File: src/rtl/core/sha1_stream_hash_unit_macros.svh
// Assertion macros for the SHA-1 stream hash unit.
`ifndef SHA1_STREAM_HASH_UNIT_MACROS_SVH
`define SHA1_STREAM_HASH_UNIT_MACROS_SVH

`ifndef NO_ASSERTIONS
// Same-cycle implication, sampled on i_clk, off while reset is held.
`define SHU_ASSERT_NOW(label, ante, cons) \
    label: assert property (@(posedge i_clk) disable iff (!i_rst_n) (ante) |-> (cons)) \
        else $error("sha1 unit: same-cycle check failed");
// Next-cycle implication, sampled on i_clk, off while reset is held.
`define SHU_ASSERT_NEXT(label, ante, cons) \
    label: assert property (@(posedge i_clk) disable iff (!i_rst_n) (ante) |=> (cons)) \
        else $error("sha1 unit: next-cycle check failed");
`else
`define SHU_ASSERT_NOW(label, ante, cons)
`define SHU_ASSERT_NEXT(label, ante, cons)
`endif

`endif

File: src/rtl/core/sha1sh_pkg.sv
// Types and constants of the SHA-1 stream hash unit.
package sha1sh_pkg;

    typedef struct packed {
        logic [7:0] data_byte;
        logic       byte_present;
        logic       end_of_message;
    } t_sha1_in;

    typedef struct packed {
        logic [31:0] digest_word_a;
        logic [31:0] digest_word_b;
        logic [31:0] digest_word_c;
        logic [31:0] digest_word_d;
        logic [31:0] digest_word_e;
    } t_sha1_out;

    localparam logic [31:0] H_INIT0 = 32'h67452301;
    localparam logic [31:0] H_INIT1 = 32'hefcdab89;
    localparam logic [31:0] H_INIT2 = 32'h98badcfe;
    localparam logic [31:0] H_INIT3 = 32'h10325476;
    localparam logic [31:0] H_INIT4 = 32'hc3d2e1f0;

    localparam logic [31:0] K_PHASE0 = 32'h5a827999;
    localparam logic [31:0] K_PHASE1 = 32'h6ed9eba1;
    localparam logic [31:0] K_PHASE2 = 32'h8f1bbcdc;
    localparam logic [31:0] K_PHASE3 = 32'hca62c1d6;

    localparam logic [7:0] PAD_MARK = 8'h80;

    localparam logic [5:0] FILL_LAST = 6'd63;
    localparam logic [5:0] FILL_LEN  = 6'd56;
    localparam logic [6:0] ROUND_ADD = 7'd80;
    localparam logic [6:0] ROUND_P1  = 7'd20;
    localparam logic [6:0] ROUND_P2  = 7'd40;
    localparam logic [6:0] ROUND_P3  = 7'd60;

endpackage

File: src/rtl/core/sha1_stream_hash_unit.sv
// SHA-1 stream hash unit: byte buffer, round sequencer, padding and digest output.
// Message bytes are taken one per cycle while idle; a full 64-byte block then runs
// 80 rounds on the shared round adder plus one chaining add, with the input stalled.
// End of message pushes one padding byte per cycle outside compression (9 to 72 bytes),
// compresses one or two blocks, then loads the digest register once no digest is held.
// Reset (synchronous, active low) restores the initial chaining words, clears the
// length and fill count, and clears the output valid flag.
`include "sha1_stream_hash_unit_macros.svh"

module sha1_stream_hash_unit (
    input  logic                  i_clk,
    input  logic                  i_rst_n,
    input  logic                  i_in_valid,
    output logic                  o_in_stall,
    input  sha1sh_pkg::t_sha1_in  i_in_data,
    output logic                  o_out_valid,
    input  logic                  i_out_stall,
    output sha1sh_pkg::t_sha1_out o_out_data
);

    typedef enum logic [3:0] {
        ST_IDLE = 4'b0001,
        ST_COMP = 4'b0010,
        ST_PAD  = 4'b0100,
        ST_DONE = 4'b1000
    } t_state;

    typedef enum logic [1:0] {
        PH_MARK,
        PH_ZERO,
        PH_LEN
    } t_phase;

    t_state      r_state, n_state;
    t_phase      r_phase, n_phase;
    logic [5:0]  r_fill, n_fill;
    logic [6:0]  r_round, n_round;
    logic [63:0] r_bitlen, n_bitlen;
    logic [31:0] r_chain [5];
    logic [31:0] n_chain [5];
    logic [31:0] r_a, r_b, r_c, r_d, r_e;
    logic [31:0] n_a, n_b, n_c, n_d, n_e;
    logic [511:0] r_block, n_block;
    logic        r_final, n_final;
    logic        r_pad_pending, n_pad_pending;
    logic        r_out_valid, n_out_valid;
    sha1sh_pkg::t_sha1_out r_out_data, n_out_data;

    logic        push_en;
    logic [7:0]  push_byte;
    logic [31:0] w0, w2, w8, w13, w_new;
    logic [31:0] rf, rk, rtemp;

    // The block register doubles as the 16-word schedule window; word t sits on top.
    assign w0  = r_block[511:480];
    assign w2  = r_block[447:416];
    assign w8  = r_block[255:224];
    assign w13 = r_block[95:64];
    assign w_new = {w13[30:0] ^ w8[30:0] ^ w2[30:0] ^ w0[30:0],
                    w13[31] ^ w8[31] ^ w2[31] ^ w0[31]};

    always_comb begin
        priority if (r_round < sha1sh_pkg::ROUND_P1) begin
            rf = (r_b & r_c) | (~r_b & r_d);
            rk = sha1sh_pkg::K_PHASE0;
        end else if (r_round < sha1sh_pkg::ROUND_P2) begin
            rf = r_b ^ r_c ^ r_d;
            rk = sha1sh_pkg::K_PHASE1;
        end else if (r_round < sha1sh_pkg::ROUND_P3) begin
            rf = (r_b & r_c) | (r_b & r_d) | (r_c & r_d);
            rk = sha1sh_pkg::K_PHASE2;
        end else begin
            rf = r_b ^ r_c ^ r_d;
            rk = sha1sh_pkg::K_PHASE3;
        end
        rtemp = {r_a[26:0], r_a[31:27]} + rf + r_e + rk + w0;
    end

    always_comb begin
        n_state       = r_state;
        n_phase       = r_phase;
        n_fill        = r_fill;
        n_round       = r_round;
        n_bitlen      = r_bitlen;
        n_chain       = r_chain;
        n_a           = r_a;
        n_b           = r_b;
        n_c           = r_c;
        n_d           = r_d;
        n_e           = r_e;
        n_block       = r_block;
        n_final       = r_final;
        n_pad_pending = r_pad_pending;
        n_out_valid   = r_out_valid & i_out_stall;
        n_out_data    = r_out_data;
        push_en       = 1'b0;
        push_byte     = '0;

        unique case (r_state)
            ST_IDLE: begin
                if (i_in_valid) begin
                    if (i_in_data.byte_present) begin
                        push_en   = 1'b1;
                        push_byte = i_in_data.data_byte;
                        n_bitlen  = r_bitlen + 64'd8;
                    end
                    if (i_in_data.end_of_message) begin
                        n_state       = ST_PAD;
                        n_phase       = PH_MARK;
                        n_pad_pending = 1'b1;
                    end
                end
            end
            ST_PAD: begin
                push_en = 1'b1;
                unique case (r_phase)
                    PH_MARK: begin
                        push_byte = sha1sh_pkg::PAD_MARK;
                        n_phase   = PH_ZERO;
                    end
                    PH_ZERO: begin
                        if (r_fill == sha1sh_pkg::FILL_LEN) begin
                            push_byte = r_bitlen[63:56];
                            n_bitlen  = {r_bitlen[55:0], 8'h00};
                            n_phase   = PH_LEN;
                        end else begin
                            push_byte = 8'h00;
                        end
                    end
                    PH_LEN: begin
                        push_byte = r_bitlen[63:56];
                        n_bitlen  = {r_bitlen[55:0], 8'h00};
                        if (r_fill == sha1sh_pkg::FILL_LAST) begin
                            n_final = 1'b1;
                        end
                    end
                    default: begin
                        push_byte = 8'h00;
                        n_phase   = PH_MARK;
                    end
                endcase
            end
            ST_COMP: begin
                if (r_round == sha1sh_pkg::ROUND_ADD) begin
                    n_chain[0] = r_chain[0] + r_a;
                    n_chain[1] = r_chain[1] + r_b;
                    n_chain[2] = r_chain[2] + r_c;
                    n_chain[3] = r_chain[3] + r_d;
                    n_chain[4] = r_chain[4] + r_e;
                    priority if (r_final) begin
                        n_state = ST_DONE;
                    end else if (r_pad_pending) begin
                        n_state = ST_PAD;
                    end else begin
                        n_state = ST_IDLE;
                    end
                end else begin
                    n_a     = rtemp;
                    n_b     = r_a;
                    n_c     = {r_b[1:0], r_b[31:2]};
                    n_d     = r_c;
                    n_e     = r_d;
                    n_block = {r_block[479:0], w_new};
                    n_round = r_round + 7'd1;
                end
            end
            ST_DONE: begin
                if (!r_out_valid || !i_out_stall) begin
                    n_out_valid              = 1'b1;
                    n_out_data.digest_word_a = r_chain[0];
                    n_out_data.digest_word_b = r_chain[1];
                    n_out_data.digest_word_c = r_chain[2];
                    n_out_data.digest_word_d = r_chain[3];
                    n_out_data.digest_word_e = r_chain[4];
                    n_chain[0]    = sha1sh_pkg::H_INIT0;
                    n_chain[1]    = sha1sh_pkg::H_INIT1;
                    n_chain[2]    = sha1sh_pkg::H_INIT2;
                    n_chain[3]    = sha1sh_pkg::H_INIT3;
                    n_chain[4]    = sha1sh_pkg::H_INIT4;
                    n_fill        = '0;
                    n_bitlen      = '0;
                    n_final       = 1'b0;
                    n_pad_pending = 1'b0;
                    n_state       = ST_IDLE;
                end
            end
            default: begin
                n_state = ST_IDLE;
            end
        endcase

        // A byte shifts into the block; the 64th byte of a block starts the rounds.
        if (push_en) begin
            n_block = {r_block[503:0], push_byte};
            n_fill  = r_fill + 6'd1;
            if (r_fill == sha1sh_pkg::FILL_LAST) begin
                n_state = ST_COMP;
                n_round = '0;
                n_a     = r_chain[0];
                n_b     = r_chain[1];
                n_c     = r_chain[2];
                n_d     = r_chain[3];
                n_e     = r_chain[4];
            end
        end
    end

    always_ff @(posedge i_clk) begin
        if (!i_rst_n) begin
            r_state       <= ST_IDLE;
            r_phase       <= PH_MARK;
            r_fill        <= '0;
            r_round       <= '0;
            r_bitlen      <= '0;
            r_chain[0]    <= sha1sh_pkg::H_INIT0;
            r_chain[1]    <= sha1sh_pkg::H_INIT1;
            r_chain[2]    <= sha1sh_pkg::H_INIT2;
            r_chain[3]    <= sha1sh_pkg::H_INIT3;
            r_chain[4]    <= sha1sh_pkg::H_INIT4;
            r_final       <= 1'b0;
            r_pad_pending <= 1'b0;
            r_out_valid   <= 1'b0;
        end else begin
            r_state       <= n_state;
            r_phase       <= n_phase;
            r_fill        <= n_fill;
            r_round       <= n_round;
            r_bitlen      <= n_bitlen;
            r_chain       <= n_chain;
            r_final       <= n_final;
            r_pad_pending <= n_pad_pending;
            r_out_valid   <= n_out_valid;
        end
    end

    always_ff @(posedge i_clk) begin
        r_a        <= n_a;
        r_b        <= n_b;
        r_c        <= n_c;
        r_d        <= n_d;
        r_e        <= n_e;
        r_block    <= n_block;
        r_out_data <= n_out_data;
    end

    assign o_in_stall  = (r_state != ST_IDLE);
    assign o_out_valid = r_out_valid;
    assign o_out_data  = r_out_data;

    // Rounds only start on a full block, so the fill count is back at zero throughout.
    `SHU_ASSERT_NOW(a_comp_fill_zero, r_state == ST_COMP, r_fill == 6'd0)
    `SHU_ASSERT_NOW(a_round_range, r_state == ST_COMP, r_round <= sha1sh_pkg::ROUND_ADD)
    // Length bytes go only into the last eight places of a block.
    `SHU_ASSERT_NOW(a_len_place, (r_state == ST_PAD) && (r_phase == PH_LEN),
                    r_fill >= sha1sh_pkg::FILL_LEN)
    // A finished digest waits while the previous one is still held.
    `SHU_ASSERT_NEXT(a_done_waits, (r_state == ST_DONE) && r_out_valid && i_out_stall,
                     r_state == ST_DONE)

endmodule

File: config.mk
export PLATFORM = sky130hd
export DESIGN_NAME = sha1_stream_hash_unit
export DESIGN_NICKNAME = d
export VERILOG_FILES = /design/src/rtl/core/sha1sh_pkg.sv /design/src/rtl/core/sha1_stream_hash_unit.sv
export VERILOG_INCLUDE_DIRS = /design/src /design/src/rtl/core
export SDC_FILE = /design/constraint.sdc
export NUM_CORES = 2
export LEC_CHECK = 0
export ABC_AREA = 1
export BUFFER_PORTS_ARGS = -buffer_cell sky130_fd_sc_hd__buf_2
export CORE_ASPECT_RATIO = 1.2
export CORE_MARGIN = 2
export CORE_UTILIZATION = 45
export CTS_CLUSTER_SIZE = 10
export DETAILED_ROUTE_END_ITERATION = 6
export PLACE_DENSITY = 0.72
export SYNTH_ARGS = -nofsm -noshare
export SYNTH_HDL_FRONTEND = slang
export SYNTH_SLANG_ARGS = --single-unit
File: constraint.sdc
create_clock -name i_clk -period 15.7 [get_ports i_clk]
set_input_delay 2.355 -clock i_clk [delete_from_list [all_inputs] [get_ports i_clk]]
set_output_delay 2.355 -clock i_clk [all_outputs]
set_load 0.01 [all_outputs]
# Word level (Yosys, flattened, before mapping)
# Cells that the tools add are included.
[totals]
reg_bits = 1078
inputBits = 14
out_inout_bits = 162
wordCells = 173
[op_classes]
n_addsub = 12
order_cmp = 3
n_eq_ne = 21
mux = 76
bitwise = 17
reduce_logical = 20
[ops]
columns = ["op", "count"]
rows = [
  ["$mux 512", 3],
  ["$mux 32", 25],
  ["$mux 160", 2],
  ["$pmux 160 s2", 1],
  ["$add 32x32->32", 9],
  ["$mux 64", 4],
  ["$pmux 64 s3", 1],
  ["$and 32x32->32", 4],
  ["$pmux 64 s2", 1],
  ["$or 32x32->32", 3],
  ["$xor 31x31->31", 3],
  ["$add 64x4->64 const B", 1],
  ["$xor 32x32->32", 2],
  ["$not 32->32", 1],
  ["$mux 31", 1],
  ["$mux 4", 7],
  ["$mux 7", 4],
  ["$mux 8", 3],
  ["$pmux 8 s3", 1],
  ["$mux 6", 3],
  ["$ne 2x2->1 const B", 9],
  ["$pmux 4 s4", 1],
  ["$pmux 8 s2", 1],
  ["$lt 7x6->1 const B", 2],
  ["32 further kinds", 57],
]

# Depth between registers and ports, before layout
[depth]
depth_word = 14
mapped_depth = 30
depth_no_buf = 28

# Least setup slack after synthesis
# Ideal clock, no wire load.
[synth_timing]
path_kind = "in2reg"
from = "input port i_in_valid"
to = "register r_block[0], enable pin"
setup_time_ps = 3695
arrival_ps = 11586
t_required_ps = 12005
path_slack_ps = 419
stages = 8
n_path_buf = 4
cell_sequence = "clkbuf_1 nand3_2 nand2_2 inv_2 buf_2 buf_2 buf_2 nand2_1"
[synth_via]
elab_chain_len = 4
elab_cells_between_ends = 5
cone_classes = "1 x eq/ne; 2 x mux; 2 x reduce/logical"
[synth_lines]
columns = ["item", "line", "rtl"]
rows = [
  ["start, declared", "sha1_stream_hash_unit.sv:13", "input logic i_in_valid,"],
  ["$mux 1 *", "sha1_stream_hash_unit.sv:101", "if (i_in_valid) begin"],
  ["$pmux 1 s2 *", "sha1_stream_hash_unit.sv:99", "unique case (r_state)"],
  ["$ne 2x2->1 (no line) or $reduce_bool 2->1 (tied branches)", "-", ""],
  ["$reduce_and 2->1 (no line) *", "-", ""],
  ["end signal, assigned", "sha1_stream_hash_unit.sv:242", "r_block <= n_block;"],
  ["end, declared", "sha1_stream_hash_unit.sv:43", "logic [511:0] r_block, n_block;"],
]
# Mark *: on every way between the ends. The rest lies on a longest branch, timed or not.
# A chain may end at the register's enable or synchronous reset.

# Worst setup path after layout
[layout_timing]
from = "input port i_in_valid"
to = "register r_block[172], enable pin"
# The elaborated chain is that of the path after synthesis.

==> reports/summary.txt <==
grt total ovfl = 0
Post-DRT Antenna Nets = 0
Max Slew Vio Count = 0
worst path arrival time = 6.64 ns
area delta synth->final = 10.04%
max-capacitance violation count = 0
Starting Density = 45.24%
Max VDD drop = 114.8 uV
PortBufs = 175
status = complete, no violations
met2 wire length = 95.87 mm
WL/cell = 20.10 um
worst skew pair latency = 0.79 ns
Hold Path Class = flip-flop to flip-flop
RSZ-0062 raised after global routing = false
vias in the first global route = 50,960
post_cts resized = 0
Post-CTS Setup Inserts = 0
Setup CP Type = input port to flip-flop
number of DRC markers in iteration 0 = 5,159
CTS HTree Levels = 4
cell count after synthesis = 8,026
fmax = 159.9 MHz
detailed-placement wirelength estimate = 147.5 mm
Setup TNS = 0 ns
CP cell instances = buf_2 -> nand3_2 -> nand2_8 -> inv_8 -> nand2_4 -> buf_12 -> buf_12
via count = 54,130
Worst Path Buf+Inv = 4
total die area = 140,800 um^2
Startpoint Class = input port
synth unique cells = 52
Worst-path clk slew = 0.05 ns
Vias/cell = 5.423
share of cells above drive strength 1 = 5.141%
Die Ht = 410.6 um
Crit Path Max Fanout = 202
drt pass-1 iters = 6
CP top delay family = buffers and inverters
Avg Inst Size Synth = 7.724 um^2
# diodes = 0
Worst setup EP type = flip-flop
endpoints failing hold = 0
Leakage Power = 31.20 nW
first-pass GRT wire length = 301.8 mm
cell mode on critical path = buf_12
clock root buffer = clkbuf_16
pin count of the biggest net entering global routing = 246
synthesis-stage register bit count = 1,075
GRT Overall Usage = 28.11%
total CTS buffers = 131
GP Congestion = 0.9936
Clock Sinks = 1,075
DR WL met3 = 12.68 mm
Routed WL = 200.6 mm
utilization after layout = 49.79%
Fin Clk Skew = 0.02564 ns
Crit path largest cell delay = 0.73 ns
Syn Std Cell Area = 62,000 um^2
DRC Markers = 0
final net count = 8,424
CTS tree = yes
clock tree buffer depth = 3
Syn Nets = 8,363
die width = 342.8 um
hold buffers post-CTS = 0
final setup fails = 0
Req. time, crit path = 16.09 ns
yosys warns = 0
initial antenna violation count = 6
slew at the pin closest to its max-slew limit = 1.200 ns
row count = 149
Core ar. = 137,000 um^2
sequential area share after synthesis = 45.56%
Max Used Layer = met5
fin crit share = 39.82%
wire length on met1 = 78.26 mm
fin crit period = 6.252 ns
PwrDens = 114.9 nW/um^2
CP max-delay cell = nand2_8
I/O Pins = 176
slew margin rel. = 20.00%
## cell usage after synthesis, drive strengths merged
| master | n | area (um^2) |
|---|---|---|
| nand2 | 3167 | 11890 |
| inv | 849 | 3187 |
| edfxtp | 672 | 20180 |
| nor2 | 511 | 1941 |
| a21oi | 431 | 2161 |
| dfxtp | 403 | 8068 |
| nand3 | 364 | 1847 |
| o21ai | 360 | 1802 |
| ha | 198 | 2477 |
| buf | 146 | 725.7 |
| clkbuf | 139 | 523.0 |
| fa | 125 | 2502 |
| xnor2 | 110 | 963.4 |
| a31oi | 104 | 650.6 |
| nor3 | 86 | 451.7 |
| nand4 | 83 | 519.3 |
| xor2 | 65 | 569.3 |
| o211ai | 47 | 352.8 |
| o21bai | 38 | 285.3 |
| nand3b | 18 | 135.1 |
| and2 | 17 | 106.4 |
| or2 | 15 | 93.84 |
| o22ai | 14 | 87.58 |
| nor4 | 13 | 81.33 |
| a211oi | 11 | 82.58 |
| o221ai | 10 | 87.58 |
| a221oi | 6 | 52.55 |
| o21a | 5 | 37.54 |
| a21boi | 3 | 22.52 |
| a21o | 3 | 22.52 |
| and3 | 3 | 18.77 |
| clkinv | 3 | 11.26 |
| nand2b | 2 | 12.51 |
| nor3b | 2 | 20.02 |
| a32oi | 1 | 8.760 |
| o22a | 1 | 8.760 |
| o311ai | 1 | 8.760 |
## stage by stage
stage,area [um^2],worst slack (ns),instances,power [mW],hold slack [ns]
5_1_grt,68220,9.095,9981,8.207,0.4955
2_1_floorplan,62000,0.4187,8026,4.761,0.4367
3_3_place_gp,64290,8.707,9766,5.028,0.4604
6_report,68220,9.448,9981,7.839,0.4857
4_1_cts,68220,9.445,9981,7.899,0.4792
3_5_place_dp,64290,8.633,9766,5.055,0.4648
## sequential cells by signal, indices dropped and copies added (netlist names)
signal	cells
o_out_data	160
o_out_valid	1
r_a	32
r_b	32
r_bitlen	61
r_block	512
r_c	32
r_chain	160
r_d	32
r_e	32
r_fill	6
r_final	1
r_pad_pending	1
r_phase	2
r_round	7
r_state	4
## layout by cell type (no fill, tap or decap), types with 14 or more instances in the layout
cell          n
edfxtp_1    672
buf_2       174
xor2_1       65
fa_1        125
o211ai_1     47
nand3_1     359
nand2_1    3162
and2_1       15
dfxtp_1     403
nor2_1      506
o21ai_0     316
xnor2_1     110
o21bai_1     38
a21oi_1     430
nor3_1       83
o22ai_1      14
clkbuf_16   134
or2_2        15
o21ai_1      44
inv_1       836
nand3b_1     18
buf_4        36
a31oi_1     104
nand4_1      83
clkbuf_1     55
ha_1        198
## layer usage
layer | GRT usage [%] | vias up
met5 | 0 | -
met4 | 17.11 | 4
met3 | 4.208 | 521
met2 | 47.14 | 2018
met1 | 34.04 | 25400
li1 | - | 26190
## power by group
part | total, mW | switching [mW] | leakage (nW) | internal (mW)
Sequential | 3.63 | 0.206 | 9.49 | 3.42
Clock | 2.84 | 1.22 | 1.89 | 1.62
Combinational | 1.38 | 0.937 | 19.8 | 0.438
Total | 7.84 | 2.36 | 31.2 | 5.48
## worst reg2reg max path, stage by stage, from the launching register on
cell and delay (ns):
dfxtp_1 0.38, nand2_1 0.15, nand2_1 0.07, inv_1 0.07
nand2_1 0.33, nand2_1 0.69, clkinv_1 0.80, a221oi_1 0.80
fa_1 0.56, fa_1 0.55, inv_1 0.05, ha_1 0.36
nand2_1 0.10, nor2_1 0.23, nand2_1 0.11, nor4_1 0.19
nand2_1 0.13, nand4_1 0.09, nand3_1 0.10, nand2_1 0.10
nand2_1 0.05
## path summary, 6_finish.rpt
path | startpoint | endpoint | slack (ns) | cells after the start
setup / recovery | i_in_valid | r_block[172]$_DFFE_PP_ | 9.45 | 7
hold / removal | r_fill[4]$_SDFFE_PN0P_ | r_fill[4]$_SDFFE_PN0P_ | 0.49 | 1
setup reg to reg | r_round[3]$_SDFF_PN0_ | r_a[26]$_DFF_P_ | 9.68 | 20
hold reg to reg | r_fill[4]$_SDFFE_PN0P_ | r_fill[4]$_SDFFE_PN0P_ | 0.49 | 1
## cell type report
type                       count  area, um^2
multi-input combinational   5814       29360
clock inverter                23       330.3
fill                       13330       68800
clock buffer                 192        3601
tap                         1812        2267
sequential                  1075       28250
inverter                     852        3211
timing repair buffer         213        1201
## logic make-up (layout without fill, tap and decap cells)
family	count (synthesis)	count (layout)	share of synthesized area, %
AOI/OAI and AO/OA	1035	1035	9.146
DFF	1075	1075	45.56
adders and majority gates	323	323	8.032
buffers and inverters	1137	1280	7.173
and+or+nand+nor	4281	4281	27.61
xor gates and xnor gates	175	175	2.472
No activity file was read; power rests on OpenSTA's default activity.
